[config.mk]
export PLATFORM = sky130hd
export DESIGN_NAME = bfs_ctrl
export DESIGN_NICKNAME = d
export VERILOG_FILES = /design/src/rtl/core/bfs_pkg.sv /design/src/rtl/core/bfs_ctrl.sv
export SDC_FILE = /design/constraint.sdc
export NUM_CORES = 1
export LEC_CHECK = 0
export BUFFER_PORTS_ARGS = -buffer_cell sky130_fd_sc_hd__buf_2
export CORE_AREA = 2 2 39 41
export CTS_CLUSTER_SIZE = 10
export DETAILED_ROUTE_END_ITERATION = 10
export DIE_AREA = 0 0 41 43
export HOLD_SLACK_MARGIN = 0.05
export SYNTH_ARGS = -nofsm -noshare
export SYNTH_HDL_FRONTEND = slang
export SYNTH_SLANG_ARGS = --single-unit
[constraint.sdc]
create_clock -name i_clk -period 1.1 [get_ports i_clk]
set_clock_uncertainty 0.05 [all_clocks]
set_input_delay 0.22 -clock i_clk [delete_from_list [all_inputs] [get_ports i_clk]]
set_output_delay 0.22 -clock i_clk [all_outputs]
set_load 0.02 [all_outputs]
[src/rtl/core/bfs_pkg.sv]
// Package for the button frequency setter: field widths, limits, the
// step table and the controller/datapath command and status types.
// No dependencies.
`default_nettype none

package bfs_pkg;

    // field widths
    localparam int unsigned FREQ_W = 20;
    localparam int unsigned STEP_W = 3;
    localparam int unsigned CMP_W  = 16;
    localparam int unsigned HALF_W = 15;
    localparam int unsigned CLK_W  = 25;

    // dividend width of the shared divider (clock register and one million)
    localparam int unsigned DVD_W  = 25;
    localparam int unsigned CNT_W  = $clog2(DVD_W + 1);

    // frequency limits and reset values
    localparam logic [FREQ_W-1:0] FREQ_MIN    = FREQ_W'(17);
    localparam logic [FREQ_W-1:0] FREQ_MAX    = FREQ_W'(1000000);
    localparam logic [FREQ_W-1:0] FREQ_RESET  = FREQ_W'(95);
    localparam logic [CLK_W-1:0]  CLOCK_RESET = CLK_W'(16000000);
    localparam logic [STEP_W-1:0] STEP_TOP    = STEP_W'(6);

    // one million, dividend of the period division
    localparam logic [DVD_W-1:0]  US_PER_S    = DVD_W'(1000000);

    // largest quotient whose compare value still fits
    localparam logic [DVD_W-1:0]  QUO_SAT     = DVD_W'(65536);

    // controller states, one-hot
    typedef enum logic [4:0] {
        S_IDLE = 5'b00001,
        S_PREP = 5'b00010,
        S_DIVC = 5'b00100,
        S_DIVH = 5'b01000,
        S_DONE = 5'b10000
    } t_state;

    // commands from controller to datapath
    typedef struct packed {
        logic upd;        // take the button sample and update the settings
        logic load_cmp;   // load divider with clock / (2 * prescale * freq)
        logic load_half;  // load divider with one million / freq
        logic div_step;   // one restoring division step
        logic save_cmp;   // keep the saturated compare value
        logic out_load;   // move the result into the output register
    } t_cmd;

    // status from datapath to controller
    typedef struct packed {
        logic div_done;   // no division steps left
        logic out_free;   // output register can take a new item
    } t_sts;

    // step size for a given exponent
    function automatic logic [FREQ_W-1:0] step_value(input logic [STEP_W-1:0] exp_i);
        logic [FREQ_W-1:0] v;
        unique case (exp_i)
            3'd0:    v = FREQ_W'(1);
            3'd1:    v = FREQ_W'(10);
            3'd2:    v = FREQ_W'(100);
            3'd3:    v = FREQ_W'(1000);
            3'd4:    v = FREQ_W'(10000);
            3'd5:    v = FREQ_W'(100000);
            3'd6:    v = FREQ_W'(1000000);
            default: v = FREQ_W'(1);
        endcase
        return v;
    endfunction

endpackage

`default_nettype wire

[src/rtl/core/bfs_ctrl.sv]
// Controller of the button frequency setter: sequences update, the two
// divisions and the hand-over to the output register.
// Depends on bfs_pkg.
`default_nettype none

module bfs_ctrl
    import bfs_pkg::*;
(
    input  wire logic i_clk,
    input  wire logic i_rst_n,
    input  wire logic i_in_valid,
    output logic      o_in_ready,
    input  wire t_sts i_sts,
    output t_cmd      o_cmd
);

    t_state r_state;
    t_state n_state;
    logic   w_accept;

    assign o_in_ready = (r_state == S_IDLE);
    assign w_accept   = i_in_valid && o_in_ready;

    // next state and commands
    always_comb begin
        n_state = r_state;
        o_cmd   = '0;
        unique case (r_state)
            S_IDLE: begin
                if (w_accept) begin
                    o_cmd.upd = 1'b1;
                    n_state   = S_PREP;
                end
            end
            S_PREP: begin
                o_cmd.load_cmp = 1'b1;
                n_state        = S_DIVC;
            end
            S_DIVC: begin
                if (i_sts.div_done) begin
                    o_cmd.save_cmp  = 1'b1;
                    o_cmd.load_half = 1'b1;
                    n_state         = S_DIVH;
                end else begin
                    o_cmd.div_step = 1'b1;
                end
            end
            S_DIVH: begin
                if (i_sts.div_done) begin
                    n_state = S_DONE;
                end else begin
                    o_cmd.div_step = 1'b1;
                end
            end
            S_DONE: begin
                if (i_sts.out_free) begin
                    o_cmd.out_load = 1'b1;
                    n_state        = S_IDLE;
                end
            end
            default: begin
                n_state = S_IDLE;
            end
        endcase
    end

    // state register
    always_ff @(posedge i_clk) begin
        if (!i_rst_n) begin
            r_state <= S_IDLE;
        end else begin
            r_state <= n_state;
        end
    end

    // an accepted item always starts the compare division next
    a_accept_prep: assert property (@(posedge i_clk) disable iff (!i_rst_n)
        w_accept |=> (r_state == S_PREP))
        else $error("accepted item did not move to preparation");

    // the period division is followed by the hand-over
    a_half_done: assert property (@(posedge i_clk) disable iff (!i_rst_n)
        (r_state == S_DIVH) && i_sts.div_done |=> (r_state == S_DONE))
        else $error("period division end not followed by hand-over");

    // a result only moves into a free output register
    a_out_free: assert property (@(posedge i_clk) disable iff (!i_rst_n)
        o_cmd.out_load |-> i_sts.out_free)
        else $error("result loaded into a full output register");

endmodule

`default_nettype wire

# After elaboration in Yosys (flattened, before gate mapping)

Cells that the tools add are included.

Memory bits (read-only): 0
Bits in writable memories: 0
Memories: 0
Bits of input ports: 5
Latch bits: 0
Output and inout port bits: 7
Register bits: 5
Logic and storage cells: 27

Divide/modulo/power cells: 0
Add/subtract/negate cells: 0
Reduce and logical (&&, ||, !) cells: 3
Mux-type cells: 14
Multiply operators: 0
Bitwise logic cells: 0
Magnitude comparators: 0
Equality and inequality tests: 9
Shift-type cells: 0

Operators by type and width:

| kind                                           | number |
|---|---|
| one-hot mux 5 bit (5 select lines)             | 1 |
| two-way mux 5 bit                              | 4 |
| two-way mux 1 bit                              | 9 |
| != test 2 bit (second input constant)          | 3 |
| == test 5 x 1 -> 1 bit (second input constant) | 1 |
| == test 5 x 2 -> 1 bit (second input constant) | 1 |
| == test 5 x 3 -> 1 bit (second input constant) | 1 |
| == test 5 x 4 -> 1 bit (second input constant) | 1 |
| == test 5 bit (second input constant)          | 1 |
| AND reduction 4 bit                            | 1 |
| != test 2 x 1 -> 1 bit (second input constant) | 1 |
| OR reduction 2 bit                             | 1 |
| logical AND 1 bit                              | 1 |

# Depth between registers and ports, before layout

Gate-level depths: netlist (run 1).

Depth after elaboration: 4
Gate-level depth with buffers: 5
Depth with buffers taken out: 4

# Worst setup path after synthesis (run 1)

No wires, ideal clock.

Kind: flip-flop to output port
Start point: register r_state[4]
End point: output port o_cmd[3] (netlist bit)
Data required time: 830 ps
Arrival time: 1,628 ps
Path buffers: 1
Setup slack: -798 ps
Stages on the path, launching flop included: 4
Path through: dfxtp_1 > or2_4 > nor4_1 > buf_4

RTL lines:

| item                     | RTL line       | text |
|---|---|---|
| start: declaration       | bfs_ctrl.sv:17 | `t_state r_state;` |
| start signal: assignment | bfs_ctrl.sv:72 | `r_state <= n_state;` |
| end: declaration         | bfs_ctrl.sv:14 | `output t_cmd o_cmd` |

==> results of run 1 <==
logic make-up after synthesis:
logic type | count (synthesis)
AND/OR/NAND/NOR | 23
AO/OA/AOI/OAI | 7
flip-flops | 5
buffers and inverters | 3
XOR/XNOR | 2
timing repair:
item,4_1_cts,5_1_grt
gates cloned,0,0
gates resized for setup,28,8
setup endpoints to repair,12,12
hold buffers,0,0
buffers inserted,6,3
pin swaps,6,6
layer usage:
metal	track usage	wire, um	share of wire
met1	0.167	432	0.39
met2	0.234	639	0.58
met3	0.0157	38	0.034
met4	0.0800	0	0
met5	0	0	0
layout make-up:
type / instances / area (um2)
fillers: 128 / 652
multi-input cells: 32 / 309
repair buffers: 31 / 264
flip-flops and latches: 5 / 109
clock buffers: 4 / 26.3
well taps: 16 / 20.0
inverters: 1 / 3.75
final timing paths:
kind,to,startpoint,cells past startpoint
max,o_cmd[5],r_state[1],4
min,r_state[0],i_rst_n,2
max reg2reg,r_state[4],r_state[1],8
min reg2reg,r_state[3],r_state[0],2
cells in the mapped netlist:
master	instances	area (um2)
nor4_1	1	6.26
nand2b_1	1	6.26
nor2_1	6	22.5
xnor2_1	1	8.76
nor4_4	1	21.3
o21ai_0	2	10.0
xor2_1	1	8.76
nor2b_1	3	18.8
o211ai_2	1	12.5
buf_2	1	5.00
dfxtp_1	5	100
and3_1	2	12.5
nand3_1	1	5.00
nand2_1	2	7.51
a21oi_1	3	15.0
and2_1	2	12.5
inv_1	1	3.75
nor3b_2	1	12.5
or2_4	1	8.76
o21bai_2	1	11.3
buf_4	1	7.51
nor4b_1	1	8.76
nand4b_1	1	8.76
per-stage QoR:
step                      cell area (um2)  std cells  utilization
final                                 732         89        0.529
after global routing                  732         89        0.529
after CTS                             694         88        0.502
after detailed placement              546         80        0.394
after global placement                546         80        0.394
after floorplan                       373         40            -
power by group:
| group | switching [mW] | internal, mW |
|---|---|---|
| logic | 0.114 | 0.148 |
| registers | 0.00935 | 0.190 |
| clock network | 0.0811 | 0.138 |
| total | 0.204 | 0.476 |
worst max-delay path: cells and delay by family, from the launching register on:
kind / cells / cell delay, ns
DFF: 1 / 0.32
buffers and inverters: 1 / 0.11
and+or+nand+nor: 3 / 0.69
==> impl_metrics.env, run 1 <==
export IMPL_status="complete, but fails checks"
export IMPL_violations="setup timing"
export IMPL_synth_warnings=0
export IMPL_io_pins=12
export IMPL_relSlewSlack=0.838
export IMPL_hold_violations=0
export IMPL_final_cell_mix="16 x buf_4, 11 x buf_6, 4 x buf_2, 4 x dfxtp_2"
export IMPL_grt_pass1_vias=403
export IMPL_cp_required_ns=0.83
export IMPL_grt_first_pass_wirelength_mm=1.66
export IMPL_routed_wl_mm=1.11
export IMPL_crit_path_start_kind="flip-flop"
export IMPL_synthToLayoutAreaGrowth_pct=119
export IMPL_final_nets=79
export IMPL_antenna_diode_count=0
export IMPL_path_cells="or2_4 > nor3b_4 > and2_4 > buf_6"
export IMPL_synth_adder_area_share=0
export IMPL_antenna_found_initial=0
export IMPL_fin_crit_ns=1.62
export IMPL_drtPass1Iterations=4
export IMPL_setup_violations=11
export IMPL_gr_total_overflow=0
export IMPL_final_common_cell="buf_4"
export IMPL_rsz0062_at_grt="yes"
export IMPL_path_clk_slew_ns=0.05
export IMPL_hold_class="in2reg"
export IMPL_place_gp_congestion=0.695
export IMPL_muxShareOfSynthArea=0
export IMPL_syn_nets=45
export IMPL_cp_max_fo=4
export IMPL_leakage_nw=0.321
export IMPL_drc=0
export IMPL_synth_xor_area_frac=0.0524
export IMPL_largest_reg_flops=5
export IMPL_vias=402
export IMPL_wl_per_cell_um=12.5
export IMPL_insertion_delay_ns=0.24
export IMPL_p_total_mw=0.680
export IMPL_cts_tree="yes"
export IMPL_drive_gt1_frac=0.767
export IMPL_synthCells=40
export IMPL_synth_avg_cell_area_um2=8.35
export IMPL_clockBufferDepth=2
export IMPL_die_h_um=43
export IMPL_coreArea_um2=1380
export IMPL_yosys_area_share_simple=0.453
export IMPL_setup_slack_ns=-0.520
export IMPL_ant_nets=0
export IMPL_cts_root_buffer="clkbuf_4"
export IMPL_synth_cell_types=23
export IMPL_synth_compound_area_frac=0.146
export IMPL_synth_area_um2=334
export IMPL_initial_utilization=0.241
export IMPL_slew_viol_final=0
export IMPL_port_buffer_count=11
export IMPL_end_kind="output port"
export IMPL_yosysSeqAreaShare=0.300
export IMPL_synth_seq_cells=5
export IMPL_slowest_stage="dfxtp_2"
export IMPL_critPathMaxStageDelay_ns=0.32
export IMPL_crit_arrival_ns=1.35
export IMPL_grtUsageTotal=0.142
export IMPL_pwr_density_cell_nw_per_um2=929
export IMPL_rrSetupSlack_ns=-0.29
export IMPL_synth_top_family_by_area="simple AND/OR/NAND/NOR gates"
export IMPL_peakVddDrop_mv=0.670
export IMPL_setup_tns_ns=-4.14
export IMPL_criticalPathCategory="reg2out"
export IMPL_placementRows=14
export IMPL_die_x_um=41
export IMPL_cts_sinks=5
export IMPL_period_share=1.47
export IMPL_h_tree_depth=1
export IMPL_largest_register="r_state"
export IMPL_hold_slack_ns=0.150
export IMPL_worst_slew_pin_slew_ns=0.240
export IMPL_grt_max_degree=9
export IMPL_cts_made_buffers=3
export IMPL_drt_iter0_markers=9
export IMPL_max_freq_mhz=617
export IMPL_max_cap_violations=0
export IMPL_reg_top3="r_state: 5 flops"
export IMPL_die_area_um2=1760
export IMPL_dp_slack_ns=-0.282
export IMPL_routed_via_density=4.52
(Power assumes the default switching activity.)
==> inputs of run 2 (changes only) <==
- clock period: 1.1 -> 1.9 ns (I/O delays scaled with it)
==> impl_metrics.env, run 2 (same netlist as run 1, synthesis figures left out) <==
export IMPL_relSlewSlack=0.770
export IMPL_setup_slack_ns=0.0865
export IMPL_met1_usage=0.113
export IMPL_criticalPathCategory="reg2out"
export IMPL_critPathMaxStageDelay_ns=0.39
export IMPL_drc=0
export IMPL_cp_required_ns=1.47
export IMPL_die_area_um2=1760
export IMPL_peakVddDrop_mv=0.329
export IMPL_io_pins=12
export IMPL_coreArea_um2=1380
export IMPL_rsz0062_at_grt="no"
export IMPL_die_x_um=41
export IMPL_placementRows=14
export IMPL_cts_sinks=5
export IMPL_place_gp_congestion=0.778
export IMPL_routed_wl_um=641
export IMPL_setup_tns_ns=0
export IMPL_h_tree_depth=1
export IMPL_end_kind="output port"
export IMPL_clockBufferDepth=2
export IMPL_drive_gt1_frac=0.396
export IMPL_cts_root_buffer="clkbuf_4"
export IMPL_cp_max_fo=6
export IMPL_max_freq_mhz=551
export IMPL_insertion_delay_ns=0.24
export IMPL_slowest_stage="dfxtp_2"
export IMPL_fillers=144
export IMPL_grt_pass1_vias=268
export IMPL_drt_iter0_markers=5
export IMPL_fin_area_um2=437
export IMPL_largest_register="r_state"
export IMPL_hpwlAfterDp_um=518
export IMPL_gr_total_overflow=0
export IMPL_wl_per_cell_um=9.29
export IMPL_largest_reg_flops=5
export IMPL_cts_tree="yes"
export IMPL_hold_class="in2reg"
export IMPL_path_clk_slew_ns=0.04
export IMPL_status="completed"
export IMPL_routed_via_density=4.48
export IMPL_setup_violations=0
export IMPL_period_share=0.954
export IMPL_path_cells="nor2b_1 > nor3b_4 > and2_1 > buf_2"
export IMPL_grtUsageTotal=0.103
export IMPL_reg_top3="r_state: 5 flops"
export IMPL_leakage_nw=0.194
export IMPL_hold_violations=0
export IMPL_busiest_layer="met2"
export IMPL_antenna_found_initial=0
export IMPL_slew_viol_final=0
export IMPL_synthToLayoutAreaGrowth_pct=30.7
export IMPL_drtPass1Iterations=3
export IMPL_cts_made_buffers=3
export IMPL_grt_max_degree=9
export IMPL_max_cap_violations=0
export IMPL_die_h_um=43
export IMPL_crit_arrival_ns=1.38
export IMPL_place_area_um2=403
export IMPL_worst_slew_pin_slew_ns=0.345
export IMPL_initial_utilization=0.241
export IMPL_antenna_diode_count=0
export IMPL_fin_crit_ns=1.81
export IMPL_port_buffer_count=11
export IMPL_met2_usage=0.138
export IMPL_ant_nets=0
export IMPL_final_common_cell="buf_2"
export IMPL_grtUsageMet3=0.0314
export IMPL_hold_slack_ns=0.313
export IMPL_crit_path_start_kind="flip-flop"
export IMPL_grt_first_pass_wirelength_mm=1.13
export IMPL_dp_slack_ns=0.295
export IMPL_vias=309
export IMPL_pwr_density_cell_nw_per_um2=690
export IMPL_final_nets=59
export IMPL_final_cell_mix="11 x buf_2, 6 x nor2_1, 4 x dfxtp_1"
[run 2: cell types whose count changed in the layout (fill, tap and decap cells not counted), sizes merged]
cell and delta:
buf -20
[run 2: power by group]
part           total (mW)  internal, mW  leakage (nW)  switching [mW]
combinational      0.0631        0.0282         0.139          0.0349
clock               0.119        0.0791        0.0150          0.0395
sequential          0.119         0.111        0.0405         0.00845
[run 2: final cells by class]
cell class	count	area, um2	area share
multi-input cells	32	230	0.527
flip-flops and latches	5	101	0.232
repair buffers	11	55.1	0.126
clock buffers	4	26.3	0.0602
well taps	16	20.0	0.0458
inverters	1	3.75	0.00860
[run 2: critical path, delay by kind of cell, from the launching register on]
kind,cells,cell delay [ns]
and+or+nand+nor,3,0.60
DFF,1,0.39
buffers and inverters,1,0.15
[run 2: per-layer routing]
metal	wire (um)	part of all wire
met3	32	0.050
met4	33	0.051
met1	286	0.45
met2	289	0.45
met5	0	0
[run 2: path summary, 6_finish.rpt]
path                            startpoint          to  slack, ns  depth (start not counted)
worst min register to register  r_state[0]  r_state[3]       0.46                          1
worst min-delay path               i_rst_n  r_state[0]       0.31                          2
worst max register to register  r_state[4]  r_state[0]       0.56                          4
worst max-delay path            r_state[0]    o_cmd[5]       0.09                          4
[run 2: metrics by stage]
step,std cells,power (mW),util
after detailed placement,65,0.180,0.291
after global routing,69,0.325,0.316
after global placement,65,0.180,0.291
after floorplan,40,0.161,-
final,69,0.301,0.316
after CTS,69,0.302,0.310
[run 2: timing repair]
item	CTS	global route
gates resized for setup	0	2
endpoints found under the setup margin	0	1
buffers inserted	0	0
hold buffers	0	0
==> inputs of run 3 (changes only) <==
- clock period: 1.9 -> 1.6 ns (I/O delays scaled with it)
==> impl_metrics.env, run 3 (same netlist as run 1, synthesis figures left out) <==
export IMPL_hold_violations=0
export IMPL_grtUsageTotal=0.120
export IMPL_final_cell_mix="8 x buf_4, 6 x buf_2"
export IMPL_die_area_um2=1760
export IMPL_cp_max_fo=4
export IMPL_final_core_util=0.401
export IMPL_grt_pass1_vias=336
export IMPL_fin_crit_ns=1.70
export IMPL_cts_root_buffer="clkbuf_4"
export IMPL_max_cap_violations=0
export IMPL_drive_gt1_frac=0.644
export IMPL_die_h_um=43
export IMPL_h_tree_depth=1
export IMPL_cts_tree="yes"
export IMPL_path_clk_slew_ns=0.04
export IMPL_gr_total_overflow=0
export IMPL_hpwlAfterDp_um=582
export IMPL_violations="setup timing"
export IMPL_routed_top_layer="met4"
export IMPL_status="complete, but fails checks"
export IMPL_final_common_cell="buf_4"
export IMPL_routed_wl_met3_um=31
export IMPL_final_nets=65
export IMPL_drt_iter0_markers=0
export IMPL_rsz0062_at_grt="yes"
export IMPL_ant_nets=0
export IMPL_setup_slack_ns=-0.0976
export IMPL_cts_sinks=5
export IMPL_place_gp_congestion=0.749
export IMPL_rrSetupSlack_ns=0.30
export IMPL_reg_top3="r_state: 5 flops"
export IMPL_routed_via_density=4.52
export IMPL_routed_wl_um=831
export IMPL_die_x_um=41
export IMPL_cp_required_ns=1.23
export IMPL_crit_arrival_ns=1.33
export IMPL_grt_first_pass_wirelength_mm=1.34
export IMPL_vias=339
export IMPL_cts_made_buffers=3
export IMPL_place_inst=66
export IMPL_setup_tns_ns=-0.170
export IMPL_multi_input_area_um2=269
export IMPL_antenna_diode_count=0
export IMPL_antenna_found_initial=0
export IMPL_hold_class="in2reg"
export IMPL_insertion_delay_ns=0.24
export IMPL_clockBufferDepth=2
export IMPL_setup_violations=3
export IMPL_largest_reg_flops=5
export IMPL_placementRows=14
export IMPL_max_freq_mhz=589
export IMPL_peakVddDrop_mv=0.344
export IMPL_relSlewSlack=0.833
export IMPL_largest_register="r_state"
export IMPL_fin_area_um2=554
export IMPL_regArea_um2=111
export IMPL_p_total_mw=0.399
export IMPL_fillers=152
export IMPL_grt_max_degree=9
export IMPL_synthToLayoutAreaGrowth_pct=65.9
export IMPL_criticalPathCategory="reg2out"
export IMPL_coreArea_um2=1380
export IMPL_fin_cells=75
export IMPL_wl_met1_um=306
export IMPL_port_buffer_count=11
export IMPL_drtPass1Iterations=1
export IMPL_leakage_nw=0.237
export IMPL_period_share=1.06
export IMPL_io_pins=12
export IMPL_pwr_density_cell_nw_per_um2=720
export IMPL_drc=0
export IMPL_dp_slack_ns=0.0814
export IMPL_hold_slack_ns=0.260
export IMPL_crit_path_start_kind="flip-flop"
export IMPL_end_kind="output port"
export IMPL_slew_viol_final=0
export IMPL_wl_met2_um=461
export IMPL_place_area_um2=428
export IMPL_worst_slew_pin_slew_ns=0.247
export IMPL_wl_per_cell_um=11.1
export IMPL_initial_utilization=0.241
run 3: worst paths after layout:
check,startpoint,end,depth (start not counted)
worst max-delay path,r_state[1],o_cmd[5],4
worst min-delay path,i_rst_n,r_state[0],2
worst max register to register,r_state[1],r_state[0],4
worst min register to register,r_state[0],r_state[3],2
run 3: area by class of cell:
type / instances / share of cell area
clock buffer: 4 / 0.0474
multi-input combinational: 32 / 0.485
timing repair buffer: 17 / 0.223
sequential: 5 / 0.201
inverter: 1 / 0.00677
tap: 16 / 0.0361
run 3: power breakdown:
| group | switching [mW] | total, mW | internal [mW] |
|---|---|---|---|
| combinational | 0.0609 | 0.124 | 0.0629 |
| clock | 0.0472 | 0.141 | 0.0940 |
| sequential | 0.00516 | 0.134 | 0.129 |
run 3: worst max-delay path, stage by stage, from the launching register on:
cell	delay (ns)
dfxtp_2	0.32
or2_4	0.29
nor3b_4	0.21
and2_4	0.17
buf_6	0.10
run 3: repair_timing:
action	CTS	global route
gates resized for setup	10	13
buffers inserted	3	2
endpoints found under the hold margin	0	0
hold buffers	0	0
endpoints found under the setup margin	7	7
pin swaps	3	3
run 3: layer usage:
layer  vias up  track usage
li1        174            -
met3         4       0.0157
met2         8        0.166
met1       153        0.135
met5         -            0
met4         0        0.140
