### config.mk
export PLATFORM = sky130hd
export DESIGN_NAME = bfs_dpath
export DESIGN_NICKNAME = d
export VERILOG_FILES = /design/src/rtl/core/bfs_pkg.sv /design/src/rtl/core/bfs_dpath.sv
export SDC_FILE = /design/constraint.sdc
export NUM_CORES = 1
export LEC_CHECK = 0
export BUFFER_PORTS_ARGS = -buffer_cell sky130_fd_sc_hd__buf_2
export CORE_UTILIZATION = 59
export DETAILED_ROUTE_END_ITERATION = 10
export PLACE_DENSITY = 0.78
export RECOVER_POWER = 50
export SYNTH_ARGS = -nofsm -noshare
export SYNTH_HDL_FRONTEND = slang
export SYNTH_SLANG_ARGS = --single-unit
### constraint.sdc
create_clock -name i_clk -period 9.3 [get_ports i_clk]
set_clock_uncertainty 0.2 [all_clocks]
set_input_delay 0.93 -clock i_clk [delete_from_list [all_inputs] [get_ports i_clk]]
set_output_delay 0.93 -clock i_clk [all_outputs]
set_load 0.02 [all_outputs]
### src/rtl/core/bfs_pkg.sv
// Package for the button frequency setter: field widths, limits, the
// step table and the controller/datapath command and status types.
// No dependencies.
`default_nettype none

package bfs_pkg;

    // field widths
    localparam int unsigned FREQ_W = 20;
    localparam int unsigned STEP_W = 3;
    localparam int unsigned CMP_W  = 16;
    localparam int unsigned HALF_W = 15;
    localparam int unsigned CLK_W  = 25;

    // dividend width of the shared divider (clock register and one million)
    localparam int unsigned DVD_W  = 25;
    localparam int unsigned CNT_W  = $clog2(DVD_W + 1);

    // frequency limits and reset values
    localparam logic [FREQ_W-1:0] FREQ_MIN    = FREQ_W'(17);
    localparam logic [FREQ_W-1:0] FREQ_MAX    = FREQ_W'(1000000);
    localparam logic [FREQ_W-1:0] FREQ_RESET  = FREQ_W'(95);
    localparam logic [CLK_W-1:0]  CLOCK_RESET = CLK_W'(16000000);
    localparam logic [STEP_W-1:0] STEP_TOP    = STEP_W'(6);

    // one million, dividend of the period division
    localparam logic [DVD_W-1:0]  US_PER_S    = DVD_W'(1000000);

    // largest quotient whose compare value still fits
    localparam logic [DVD_W-1:0]  QUO_SAT     = DVD_W'(65536);

    // controller states, one-hot
    typedef enum logic [4:0] {
        S_IDLE = 5'b00001,
        S_PREP = 5'b00010,
        S_DIVC = 5'b00100,
        S_DIVH = 5'b01000,
        S_DONE = 5'b10000
    } t_state;

    // commands from controller to datapath
    typedef struct packed {
        logic upd;        // take the button sample and update the settings
        logic load_cmp;   // load divider with clock / (2 * prescale * freq)
        logic load_half;  // load divider with one million / freq
        logic div_step;   // one restoring division step
        logic save_cmp;   // keep the saturated compare value
        logic out_load;   // move the result into the output register
    } t_cmd;

    // status from datapath to controller
    typedef struct packed {
        logic div_done;   // no division steps left
        logic out_free;   // output register can take a new item
    } t_sts;

    // step size for a given exponent
    function automatic logic [FREQ_W-1:0] step_value(input logic [STEP_W-1:0] exp_i);
        logic [FREQ_W-1:0] v;
        unique case (exp_i)
            3'd0:    v = FREQ_W'(1);
            3'd1:    v = FREQ_W'(10);
            3'd2:    v = FREQ_W'(100);
            3'd3:    v = FREQ_W'(1000);
            3'd4:    v = FREQ_W'(10000);
            3'd5:    v = FREQ_W'(100000);
            3'd6:    v = FREQ_W'(1000000);
            default: v = FREQ_W'(1);
        endcase
        return v;
    endfunction

endpackage

`default_nettype wire

### src/rtl/core/bfs_dpath.sv
// Datapath of the button frequency setter: settings registers, press
// detection, shared restoring divider and the output register.
// Depends on bfs_pkg.
`default_nettype none

module bfs_dpath
    import bfs_pkg::*;
#(
    parameter int unsigned PRESCALE = 8
) (
    input  wire logic              i_clk,
    input  wire logic              i_rst_n,
    input  wire logic              i_inc,
    input  wire logic              i_dec,
    input  wire logic              i_stp,
    input  wire logic              i_cfg_we,
    input  wire logic [CLK_W-1:0]  i_cfg_clk,
    input  wire t_cmd              i_cmd,
    output t_sts                   o_sts,
    input  wire logic              i_out_ready,
    output logic                   o_out_valid,
    output logic [FREQ_W-1:0]      o_freq,
    output logic [STEP_W-1:0]      o_step,
    output logic [CMP_W-1:0]       o_cmp,
    output logic [HALF_W-1:0]      o_half
);

    localparam int unsigned MUL_W = $clog2(2 * PRESCALE + 1);
    localparam int unsigned DEN_W = FREQ_W + MUL_W;
    localparam logic [DEN_W-1:0] DEN_MUL = DEN_W'(2 * PRESCALE);

    // settings and press history
    logic [CLK_W-1:0]  r_clk_hz;
    logic [FREQ_W-1:0] r_freq, n_freq;
    logic [STEP_W-1:0] r_step, n_step;
    logic              r_inc_was, r_dec_was, r_stp_was;

    // divider
    logic [DEN_W-1:0]  r_div;
    logic [DEN_W-1:0]  r_rem, n_rem;
    logic [DVD_W-1:0]  r_quo, n_quo;
    logic [CNT_W-1:0]  r_cnt;
    logic [DEN_W:0]    w_trial;
    logic [DEN_W:0]    w_diff;

    // results
    logic [CMP_W-1:0]  r_cmp, n_cmp;
    logic              r_out_valid;
    logic [FREQ_W-1:0] r_out_freq;
    logic [STEP_W-1:0] r_out_step;
    logic [CMP_W-1:0]  r_out_cmp;
    logic [HALF_W-1:0] r_out_half;

    // frequency and step update on new presses
    always_comb begin
        logic [FREQ_W-1:0] step;
        logic [FREQ_W:0]   f;
        logic [FREQ_W:0]   low;
        step = step_value(r_step);
        f    = {1'b0, r_freq};
        low  = {1'b0, step} + {1'b0, FREQ_MIN};
        if (i_inc && !r_inc_was) begin
            f = f + {1'b0, step};
            if (f > {1'b0, FREQ_MAX}) begin
                f = {1'b0, FREQ_MAX};
            end
            if (f < {1'b0, FREQ_MIN}) begin
                f = {1'b0, FREQ_MIN};
            end
        end
        if (i_dec && !r_dec_was) begin
            if (f < low) begin
                f = {1'b0, FREQ_MIN};
            end else begin
                f = f - {1'b0, step};
            end
        end
        n_freq = f[FREQ_W-1:0];
        n_step = r_step;
        if (i_stp && !r_stp_was) begin
            n_step = (r_step >= STEP_TOP) ? '0 : r_step + STEP_W'(1);
        end
    end

    // one restoring step: shift in the next dividend bit, subtract if it fits
    assign w_trial = {r_rem, r_quo[DVD_W-1]};
    assign w_diff  = w_trial - {1'b0, r_div};

    always_comb begin
        n_rem = r_rem;
        n_quo = r_quo;
        if (!w_diff[DEN_W]) begin
            n_rem = w_diff[DEN_W-1:0];
            n_quo = {r_quo[DVD_W-2:0], 1'b1};
        end else begin
            n_rem = w_trial[DEN_W-1:0];
            n_quo = {r_quo[DVD_W-2:0], 1'b0};
        end
    end

    // compare value: quotient minus one, saturated both ways
    always_comb begin
        if (r_quo == '0) begin
            n_cmp = '0;
        end else if (r_quo > QUO_SAT) begin
            n_cmp = '1;
        end else begin
            n_cmp = CMP_W'(r_quo - DVD_W'(1));
        end
    end

    assign o_sts.div_done = (r_cnt == '0);
    assign o_sts.out_free = !r_out_valid || i_out_ready;

    // control registers
    always_ff @(posedge i_clk) begin
        if (!i_rst_n) begin
            r_clk_hz    <= CLOCK_RESET;
            r_freq      <= FREQ_RESET;
            r_step      <= '0;
            r_inc_was   <= 1'b0;
            r_dec_was   <= 1'b0;
            r_stp_was   <= 1'b0;
            r_cnt       <= '0;
            r_out_valid <= 1'b0;
        end else begin
            if (i_cfg_we) begin
                r_clk_hz <= i_cfg_clk;
            end
            if (i_cmd.upd) begin
                r_freq    <= n_freq;
                r_step    <= n_step;
                r_inc_was <= i_inc;
                r_dec_was <= i_dec;
                r_stp_was <= i_stp;
            end
            if (i_cmd.load_cmp || i_cmd.load_half) begin
                r_cnt <= CNT_W'(DVD_W);
            end else if (i_cmd.div_step) begin
                r_cnt <= r_cnt - CNT_W'(1);
            end
            if (i_cmd.out_load) begin
                r_out_valid <= 1'b1;
            end else if (i_out_ready) begin
                r_out_valid <= 1'b0;
            end
        end
    end

    // divider and result payload
    always_ff @(posedge i_clk) begin
        if (i_cmd.load_cmp) begin
            r_div <= DEN_W'(r_freq) * DEN_MUL;
            r_rem <= '0;
            r_quo <= DVD_W'(r_clk_hz);
        end else if (i_cmd.load_half) begin
            r_div <= DEN_W'(r_freq);
            r_rem <= '0;
            r_quo <= US_PER_S;
        end else if (i_cmd.div_step) begin
            r_rem <= n_rem;
            r_quo <= n_quo;
        end
        if (i_cmd.save_cmp) begin
            r_cmp <= n_cmp;
        end
        if (i_cmd.out_load) begin
            r_out_freq <= r_freq;
            r_out_step <= r_step;
            r_out_cmp  <= r_cmp;
            r_out_half <= r_quo[HALF_W:1];
        end
    end

    assign o_out_valid = r_out_valid;
    assign o_freq      = r_out_freq;
    assign o_step      = r_out_step;
    assign o_cmp       = r_out_cmp;
    assign o_half      = r_out_half;

endmodule

`default_nettype wire

# After elaboration in Yosys (flattened, before gate mapping)
# Index checks and enable logic that the tools add are counted.
[classes]
addsub = 7
multipliers = 0
div = 0
order_cmp = 5
eq_ne = 6
shifts = 0
n_mux = 20
bitwise_logic = 1
n_reduce_logical = 18
[ops]
columns = ["cell", "n"]
rows = [
  ["$pmux 20 s6", 1],
  ["$mux 25", 4],
  ["$mux 21", 4],
  ["$mux 24", 2],
  ["$mux 20", 2],
  ["$sub 26x24->26", 1],
  ["$gt 25x17->1 const B", 1],
  ["$logic_not 25->1", 1],
  ["$add 20x20->21", 1],
  ["$add 20x5->21 const B", 1],
  ["$gt 21x20->1 const B", 1],
  ["$lt 21x21->1", 1],
  ["$lt 21x5->1 const B", 1],
  ["$sub 20x20->20", 1],
  ["$mux 16", 1],
  ["$sub 16x1->16 const B", 1],
  ["$mux 5", 2],
  ["$eq 3x3->1 const B", 3],
  ["$eq 3x2->1 const B", 2],
  ["$reduce_bool 2->1", 3],
  ["$logic_not 5->1", 1],
  ["$sub 5x1->5 const B", 1],
  ["$logic_not 1->1", 4],
  ["$reduce_or 2->1", 2],
  ["other kinds (10)", 15],
]
[totals]
register_bits = 201
latchBits = 0
mem_bits_rw = 0
mem_bits_ro = 0
in_bits = 38
out_inout_bits = 57
word_cells = 75
mem_count = 0

# Depth between registers and ports, before layout
# Gate-level depths: netlist of the first run.
[depth]
depth_word = 12
mapped_depth = 36
ltp_nobuf = 35

# Worst setup path before layout of the first run
# OpenSTA, ideal clock, no wires.
[synth_timing]
path_kind = "register to register"
start = "reg r_step[1]"
end = "reg r_freq[17]"
setup_ns = 0.123
t_arrival_ns = 6.973
t_required_ns = 8.977
slack_ns = 2.004
stages_incl_launch_ff = 34
n_path_buf = 2
period_less_slack_ns = 7.296
path_cell_list = "dfxtp_1 -> inv_1 -> ha_1 -> nand2_1 -> inv_1 -> nor2_1 -> inv_1 -> or3_1 -> o21ai_1 -> inv_1 -> ha_1 -> buf_1 -> and3_1 -> a32oi_1 -> nand2_1 -> o31ai_4 -> o221ai_2 -> nor3_4 -> o31ai_4 -> buf_2 -> o41ai_1 -> ha_1 -> nor2b_1 -> o21ai_0 -> a21oi_1 -> o21ai_0 -> a21boi_0 -> o21ai_0 -> a21oi_1 -> o41ai_1 -> o211ai_2 -> or3_1 -> o2111ai_1 -> o21ai_1"
[synth_between]
elab_chain_cells = 12
elab_cells_between_ends = 19
classes_between = "add/sub: 3; order compare: 3; eq/ne: 6; mux: 7"
[synth_rtl]
columns = ["element", "line", "rtl"]
rows = [
  ["start: declaration", "bfs_dpath.sv:35", "logic [STEP_W-1:0] r_step, n_step;"],
  ["start signal: assignment", "bfs_dpath.sv:132", "r_step <= n_step;"],
  ["$eq 3x3->1 (tied with other cells)", "bfs_pkg.sv:60", "unique case (exp_i)"],
  ["$pmux 20 s6 (*)", "bfs_pkg.sv:60", ""],
  ["$add 20x20->21", "bfs_dpath.sv:63", "f = f + {1'b0, step};"],
  ["$gt 21x20->1", "bfs_dpath.sv:64", "if (f > {1'b0, FREQ_MAX}) begin"],
  ["$mux 21", "bfs_dpath.sv:64", ""],
  ["$mux 21", "bfs_dpath.sv:62", "if (i_inc && !r_inc_was) begin"],
  ["$lt 21x5->1", "bfs_dpath.sv:67", "if (f < {1'b0, FREQ_MIN}) begin"],
  ["$mux 21", "bfs_dpath.sv:67", ""],
  ["$mux 21", "bfs_dpath.sv:62", ""],
  ["$sub 20x20->20 / $lt 21x21->1 (equally long branches)", "bfs_dpath.sv:75, bfs_dpath.sv:72", ""],
  ["$mux 20", "bfs_dpath.sv:72", "if (f < low) begin"],
  ["$mux 20 (*)", "bfs_dpath.sv:71", "if (i_dec && !r_dec_was) begin"],
  ["end signal: assignment", "bfs_dpath.sv:131", "r_freq <= n_freq;"],
  ["end: declaration", "bfs_dpath.sv:34", "logic [FREQ_W-1:0] r_freq, n_freq;"],
]
# Every way passes the cells marked *; elsewhere a longest branch is shown, timed or not. The select of a mux whose other input is x is not followed.
# A chain may end at the register's enable or synchronous reset.

# Worst setup path in the final report of the first run
[layout_timing]
start = "reg r_step[1]"
end = "reg r_freq[15]"
# The elaborated chain is that of the path after synthesis.

==> impl_metrics.toml, run 1 <==
[status]
outcome = "finished, violations left"
violations = "capacitance limit, slew limit"

[cells_and_area]
post-route-util_pct = 67.61
final_common_cell = "nand2_1"
drive_gt1_share_pct = 11.20
design_area_um2 = 13860
area_growth_pct = 11.03
nNetsFinal = 1538
n_fill_cell = 1633
layout_common_cells = "nand2_1 (143), o21ai_0 (127), edfxtp_1 (115), a21oi_1 (96)"

[floorplanning]
coreArea_um2 = 20490
die_w_um = 147.4
io_pins = 95
die_area_um2 = 21740
start_util_pct = 60.90
die_height_um = 147.4
num_rows = 52

[synth]
synthCells = 1356
synth_area_um2 = 12480
syn_nets = 1481
yosysUniqueCellTypes = 85
yosysWarnings = 0
ys.flop_type = "edfxtp_1"
async_flop_share_pct = 0
yosys_register_bits = 201
ys_seq_area_share_pct = 41.46
synth_edf_count = 115
synth_area_per_cell_um2 = 9.204

[sta]
fin_hold_ws_ns = 0.2226
worst_slew_margin_rel_pct = -113.7
fin_setup_tns_ns = 0
tightest_slew_ns = 3.205
finalSetupViolations = 0
max_freq_ghz = 0.1154
hold_viol_final = 0
min_period_over_period_pct = 93.17
slew_violations = 207
fin_crit_ns = 8.665
rsz0062_at_grt = "false"

[route]
wire_per_inst_um = 17.53
vias_per_cell = 6.016
route.detailed.drc = 0
num_vias = 10230
postRouteAntennaNets = 0
drtIter0Drc = 834
first_pass_iters = 5
totalWireLength_um = 29810

[critical_path]
start_kind = "flip-flop"
crit_top_cell = "a21oi_1"
r2r-start = "r_step[1]$_SDFFE_PN0P_"
worst-path-buf-inv = 4
crit_fanout = 15
r2r_end = "r_freq[15]$_SDFFE_PN0P_"
critPathTopFamily = "compound AO/OA/AOI/OAI gates"
critPathKind = "flip-flop to flip-flop"
reg2reg_depth = 32
crit_slowest_cell = "o41ai_1"
ff2ff_setup_slack_ns = 0.63
worstSetupEndpointType = "flip-flop"
required_ns = 9.47
cp_data_arrival_time_ns = 8.84
critPathMaxStageDelay_ns = 0.72

[flow_run]
cap_violations = 3

[global_route]
grt_pass1_wl_um = 48540
grt_max_degree = 92
grt_pass1_vias = 9663
grt_usage_pct = 27.51
grt_overflow = 0
grt_antenna_before_repair = 1

[min_path]
hp-start = "r_cmp[8]$_SDFFCE_PN0P_"
holdPathEnd = "o_cmp[8]$_DFFE_PP_"
hold_depth = 0
worstHoldPathType = "flip-flop to flip-flop"

[clock_tree]
clk_latency_ns = 0.51
clock_sink_count = 201
cts_setup_buffers = 0
h-tree-depth = 1
cts_root_buf = "clkbuf_16"
cts.clk_slew.worst_paths_ns = 0.06
cts-resized-gates = 0
ctsHoldBuffers = 0
clock_path_buffers = 3
cts_made_buffers = 22
tritoncts = "yes"

[place]
place.gp.congestion = 0.9772
io_buffers = 94
post-dp-hpwl_um = 21440
placed_area_um2 = 13090

[pwr]
vdd_ir_drop_max_v = 0.0001080
p_leak_nw = 5.618
p_total_mw = 2.611
pwr_density_cell_nw_per_um2 = 188.4
-- through the flow --
step,setup slack [ns],instances
final,0.6349,1700
after global routing,0.03426,1700
after CTS,0.7246,1699
after detailed placement,0.8374,1659
after global placement,1.087,1659
after floorplan,2.004,1356
-- cell families after synthesis --
kind of cell             Yosys count  synth area share (%)
buffers and inverters            154                 4.852
multiplexers                      57                 4.591
adder cells (fa/ha/maj)           87                 8.902
AND/OR/NAND/NOR                  413                 16.16
XOR/XNOR                          59                 4.251
AO/OA/AOI/OAI                    385                 19.78
flip-flops                       201                 41.46
-- layout make-up --
cell class | instances | area (um^2) | share of cell area (%)
Timing Repair Buffer | 104 | 535.5 | 3.865
Clock inverter | 10 | 160.2 | 1.156
Multi-Input combinational cell | 1001 | 6719 | 48.49
Inverter | 83 | 316.6 | 2.284
Antenna cell | 1 | 2.502 | 0.01806
Sequential cell | 201 | 5175 | 37.35
Clock buffer | 30 | 610.6 | 4.406
Tap cell | 270 | 337.8 | 2.438
-- synth_stat cells (all sizes together) (18+ instances only) --
master	n	share of area [%]
clkbuf	60	1.8
inv	83	2.5
a21oi	96	3.8
edfxtp	115	28
nand3	21	0.84
xnor2	37	2.6
ha	84	8.4
nand2	143	4.3
nor2b	38	2.0
o21ai	134	5.4
mux2i	55	4.4
xor2	21	1.5
nand2b	25	1.3
dfxtp	86	14
a21o	18	1.1
nor2	93	2.8
-- power breakdown --
group	total, mW	switching [mW]	internal (mW)
Clock	0.904	0.354	0.551
Sequential	1.07	0.0625	1.01
Combinational	0.633	0.376	0.257
Total	2.61	0.792	1.82
-- worst max-delay path by stage --
stage,cells after the start,slack [ns],from,endpoint
6_report,32,0.63,r_step[1]$_SDFFE_PN0P_,r_freq[15]$_SDFFE_PN0P_
5_1_grt,31,0.03,r_step[1]$_SDFFE_PN0P_,r_freq[17]$_SDFFE_PN0P_
4_1_cts,31,0.72,r_step[1]$_SDFFE_PN0P_,r_freq[15]$_SDFFE_PN0P_
3_5_place_dp,31,0.84,r_step[1]$_SDFFE_PN0P_,r_freq[17]$_SDFFE_PN0P_
3_3_place_gp,30,1.09,r_step[2]$_SDFFE_PN0P_,r_freq[17]$_SDFFE_PN0P_
2_1_floorplan,33,2.00,r_step[1]$_SDFFE_PN0P_,r_freq[17]$_SDFFE_PN0P_
-- state kept, by name, indices dropped and copies added, names as in the netlist --
register	cells
o_cmp	16
o_freq	20
o_half	15
o_out_valid	1
o_step	3
r_clk_hz	25
r_cmp	16
r_cnt	5
r_dec_was	1
r_div	24
r_freq	20
r_inc_was	1
r_quo	25
r_rem	25
r_step	3
r_stp_was	1
-- layer usage --
metal  vias to the layer above  wire, um  track usage (%)
li1                       5009         -                -
met1                      4826     13110            36.67
met2                       328     14350            46.86
met3                        65      1456            2.623
met4                         0       887            9.588
met5                         -         0                0
-- worst register-to-register path, delay by kind of cell, from the launching register on --
family / cells / cell delay, ns
fa+ha+maj: 3 / 0.94
xor+xnor: 2 / 0.48
buf+inv: 4 / 0.62
simple gates: 6 / 1.36
flops: 1 / 0.45
compound gates: 17 / 4.47
No activity file was read; power rests on OpenSTA's default activity.
==> run 2: changes to the inputs <==
- BUFFER_PORTS_ARGS: -buffer_cell sky130_fd_sc_hd__buf_2 -> not set
- CTS_CLUSTER_SIZE: not set -> 25
- DONT_BUFFER_PORTS: not set -> 1
- PLACE_DENSITY: 0.78 -> 0.75
==> impl_metrics.toml, run 2 (synthesis gave the netlist of run 1 again) <==
[status]
outcome = "finished clean"

[sta]
rsz0062_at_grt = "false"
finalSetupViolations = 0
min_period_over_period_pct = 89.98
fin_crit_ns = 8.368
max_freq_ghz = 0.1195
hold_viol_final = 0
setup_slack_ns = 0.9318
tightest_slew_ns = 1.097
fin_setup_tns_ns = 0
worst_slew_margin_rel_pct = 26.89
slew_violations = 0

[global_route]
grt_pass1_wl_um = 46870
grt_overflow = 0
grt_antenna_before_repair = 0
grt_max_degree = 92
grt_pass1_vias = 9079
grt_usage_pct = 26.60

[cells_and_area]
area_growth_pct = 7.178
multi_input_area_um2 = 6726
nNetsFinal = 1439
diodes = 0
n_fill_cell = 1660
reg.largest.list = "r_clk_hz x25, r_quo x25, r_rem x25"
final_common_cell = "nand2_1"
layout_common_cells = "nand2_1 (143), o21ai_0 (127), edfxtp_1 (115), a21oi_1 (96), nor2_1 (92)"
regArea_um2 = 5175
drive_gt1_share_pct = 5.188

[clock_tree]
cts_made_buffers = 22
clock_sink_count = 201
clock_path_buffers = 3
cts_root_buf = "clkbuf_16"
h-tree-depth = 1
ctsHoldBuffers = 0
tritoncts = "yes"
cts.clk_slew.worst_paths_ns = 0.06
clk_latency_ns = 0.52

[pwr]
pwr_density_cell_nw_per_um2 = 192.5
vdd_ir_drop_max_v = 0.0001178
p_leak_nw = 5.268

[critical_path]
critPathMaxStageDelay_ns = 0.75
required_ns = 9.48
worstSetupEndpointType = "flip-flop"
crit_fanout = 15
reg2reg_depth = 30
start_kind = "flip-flop"
cp_data_arrival_time_ns = 8.55
crit_top_cell = "a21oi_1"
critPathKind = "flip-flop to flip-flop"
crit_slowest_cell = "o31ai_4"

[min_path]
worstHoldPathType = "flip-flop to flip-flop"
hold_depth = 0

[flow_run]
cap_violations = 0

[route]
vias_per_cell = 6.066
route.detailed.drc = 0
num_vias = 9706
wire_per_inst_um = 18.08
drtIter0Drc = 795
first_pass_iters = 8
totalWireLength_um = 28920
postRouteAntennaNets = 0

[place]
post-dp-hpwl_um = 21170
dp_slack_ns = 0.7693
io_buffers = 0
place.gp.congestion = 0.9923

[floorplanning]
die_w_um = 147.4
io_pins = 95
coreArea_um2 = 20490
die_area_um2 = 21740
die_height_um = 147.4
start_util_pct = 60.90
num_rows = 52
run 2: path summary, 6_finish.rpt:
| kind | startpoint | slack, ns | endpoint |
|---|---|---|---|
| max | r_step[2]$_SDFFE_PN0P_ | 0.93 | r_freq[18]$_SDFFE_PN0P_ |
| min | r_cmp[14]$_SDFFCE_PN0P_ | 0.22 | o_cmp[14]$_DFFE_PP_ |
| max reg2reg | r_step[2]$_SDFFE_PN0P_ | 0.93 | r_freq[18]$_SDFFE_PN0P_ |
| min reg2reg | r_cmp[14]$_SDFFCE_PN0P_ | 0.22 | o_cmp[14]$_DFFE_PP_ |
run 2: area by class of cell:
| class | count | share of cell area (%) |
|---|---|---|
| clock buffers | 26 | 4.537 |
| inverters | 83 | 2.366 |
| clock inverters | 14 | 1.319 |
| repair buffers | 5 | 0.2806 |
| multi-input cells | 1001 | 50.29 |
| flip-flops and latches | 201 | 38.69 |
| well taps | 270 | 2.525 |
run 2: routing by layer:
| layer | vias to the layer above | routed length [um] | track usage (%) |
|---|---|---|---|
| met5 | - | 0 | 0 |
| met4 | 0 | 646 | 8.505 |
| met3 | 52 | 1588 | 2.778 |
| met2 | 330 | 13660 | 44.55 |
| met1 | 4521 | 13030 | 36.23 |
| li1 | 4803 | - | - |
run 2: where the power goes:
| part | leakage [nW] | switching (mW) | internal [mW] |
|---|---|---|---|
| registers | 1.81 | 0.0826 | 1.01 |
| clock network | 0.392 | 0.360 | 0.556 |
| logic | 3.06 | 0.323 | 0.242 |
run 2: worst max-delay path: cells and delay by family (launching register included):
kind,cells,cell delay (ns)
AO/OA/AOI/OAI,18,4.54
multiplexers,1,0.24
buffers and inverters,3,0.36
flip-flops,1,0.62
adder cells (fa/ha/maj),4,1.25
AND/OR/NAND/NOR,4,1.01
run 2: metrics by stage:
step	instance area (um^2)	hold WS [ns]	power [mW]	utilization, %	cells
after floorplan	12480	0.2003	1.550	-	1356
after global placement	12590	0.2015	1.654	61.41	1560
after detailed placement	12590	0.2045	1.663	61.41	1560
after CTS	13370	0.2183	2.576	65.23	1600
after global routing	13380	0.2241	2.697	65.27	1600
final	13380	0.2185	2.575	65.27	1600
run 2: timing repair:
action	CTS	global route
gates resized for setup	0	1
setup endpoints to repair	0	4
buffers inserted	0	0
==> run 3: changes to the inputs <==
- RECOVER_POWER: 50 -> 25
==> impl_metrics.toml, run 3 (synthesis gave the netlist of run 1 again) <==
[pwr]
pwr_density_cell_nw_per_um2 = 192.5
p_clk_share_pct = 35.6
vdd_ir_drop_max_v = 0.0001178
p_leak_nw = 5.272
combPwrFrac_pct = 21.9
power_switching_uw = 764.8
pwr-share-seq_pct = 42.5
intPower_mw = 1.810
swShare_pct = 29.71

[critical_path]
ff2ff_setup_slack_ns = 0.96
critPathMaxStageDelay_ns = 0.75
crit_top_cell = "a21oi_1"
crit_fanout = 15
cp_data_arrival_time_ns = 8.52
critPathKind = "flip-flop to flip-flop"
worstSetupEndpointType = "flip-flop"
start_kind = "flip-flop"
crit_slowest_cell = "o31ai_4"
required_ns = 9.48

[clock_tree]
cts_root_buf = "clkbuf_16"
ctsHoldBuffers = 0
h-tree-depth = 1
clk_latency_ns = 0.52
cts.clk_slew.worst_paths_ns = 0.06
tritoncts = "yes"
cts-resized-gates = 0
cts_setup_buffers = 0
clock_sink_count = 201
clock_path_buffers = 3
cts_made_buffers = 22

[sta]
finalSetupViolations = 0
hold_viol_final = 0
worst_slew_margin_rel_pct = 26.04
max_freq_ghz = 0.1199
fin_setup_tns_ns = 0
rsz0062_at_grt = "false"
min_period_over_period_pct = 89.71
setup_slack_ns = 0.9565
slew_violations = 0
fin_crit_ns = 8.343
tightest_slew_ns = 1.109

[global_route]
grt_pass1_wl_um = 46870
grt_pass1_vias = 9079
use_met1_pct = 36.23
grt_usage_pct = 26.60
grt_antenna_before_repair = 0
met3_usage_pct = 2.778
busiest_layer = "met2"
grt_use_met2_pct = 44.55
grt_max_degree = 92
grt_overflow = 0

[floorplanning]
coreArea_um2 = 20490
io_pins = 95
num_rows = 52
start_util_pct = 60.90
die_height_um = 147.4
die_area_um2 = 21740
die_w_um = 147.4

[route]
postRouteAntennaNets = 0
totalWireLength_um = 28940
vias_per_cell = 6.058
wire_per_inst_um = 18.09
route.detailed.drc = 0
num_vias = 9692
first_pass_iters = 6
drtIter0Drc = 793

[cells_and_area]
n_fill_cell = 1660
multi_input_area_um2 = 6726
final_common_cell = "nand2_1"
diodes = 0
nNetsFinal = 1439
regArea_um2 = 5175
area_growth_pct = 7.178
drive_gt1_share_pct = 5.188
layout_common_cells = "nand2_1 (143), o21ai_0 (127), edfxtp_1 (115), a21oi_1 (96), nor2_1 (92)"
reg.largest.list = "r_clk_hz x25, r_quo x25, r_rem x25"
layoutNonFillerInstCount = 1600

[place]
place.gp.congestion = 0.9923
post-dp-hpwl_um = 21170
io_buffers = 0
dp_cells = 1560
dp_slack_ns = 0.7693

[status]
outcome = "finished clean"

[min_path]
worstHoldPathType = "flip-flop to flip-flop"

[flow_run]
cap_violations = 0
==> run 3: path summary, 6_finish.rpt <==
path / start / cells past startpoint / endpoint
setup / recovery: r_step[2]$_SDFFE_PN0P_ / 30 / r_freq[18]$_SDFFE_PN0P_
hold reg to reg: r_cmp[14]$_SDFFCE_PN0P_ / 0 / o_cmp[14]$_DFFE_PP_
hold / removal: r_cmp[14]$_SDFFCE_PN0P_ / 0 / o_cmp[14]$_DFFE_PP_
setup reg to reg: r_step[2]$_SDFFE_PN0P_ / 30 / r_freq[18]$_SDFFE_PN0P_
==> run 3: worst max-delay path, delay by kind of cell, from the launching register on <==
kind | cells | cell delay, ns
compound gates | 18 | 4.53
flops | 1 | 0.62
buf+inv | 3 | 0.36
mux | 1 | 0.23
fa+ha+maj | 4 | 1.25
simple gates | 4 | 1.01
==> run 3: cell type report <==
| cell class | count | share of cell area, % |
|---|---|---|
| clock inverter | 14 | 1.319 |
| timing repair buffer | 5 | 0.2806 |
| clock buffer | 26 | 4.537 |
| inverter | 83 | 2.366 |
| tap | 270 | 2.525 |
| multi-input combinational | 1001 | 50.29 |
| sequential | 201 | 38.69 |
==> run 3: power by group through the flow <==
stage	sequential, mW	clock (mW)	combinational [mW]
detailed placement	1.11	0	0.552
CTS	1.09	0.928	0.556
floorplan	1.08	0	0.471
finish	1.09	0.916	0.565
global placement	1.11	0	0.545
global route	1.10	0.967	0.630
==> run 3: stage by stage <==
stage	power [mW]	utilization [%]	hold slack, ns	instance area [um^2]
global route	2.697	65.27	0.2241	13380
floorplan	1.550	-	0.2003	12480
global placement	1.654	61.41	0.2015	12590
finish	2.575	65.27	0.2185	13380
CTS	2.576	65.23	0.2183	13370
detailed placement	1.663	61.41	0.2045	12590
==> run 3: per-layer routing <==
layer	wire length (um)	share of wire, %
met3	1590	5.5
met2	13680	47
met5	0	0
met4	653	2.3
met1	13010	45
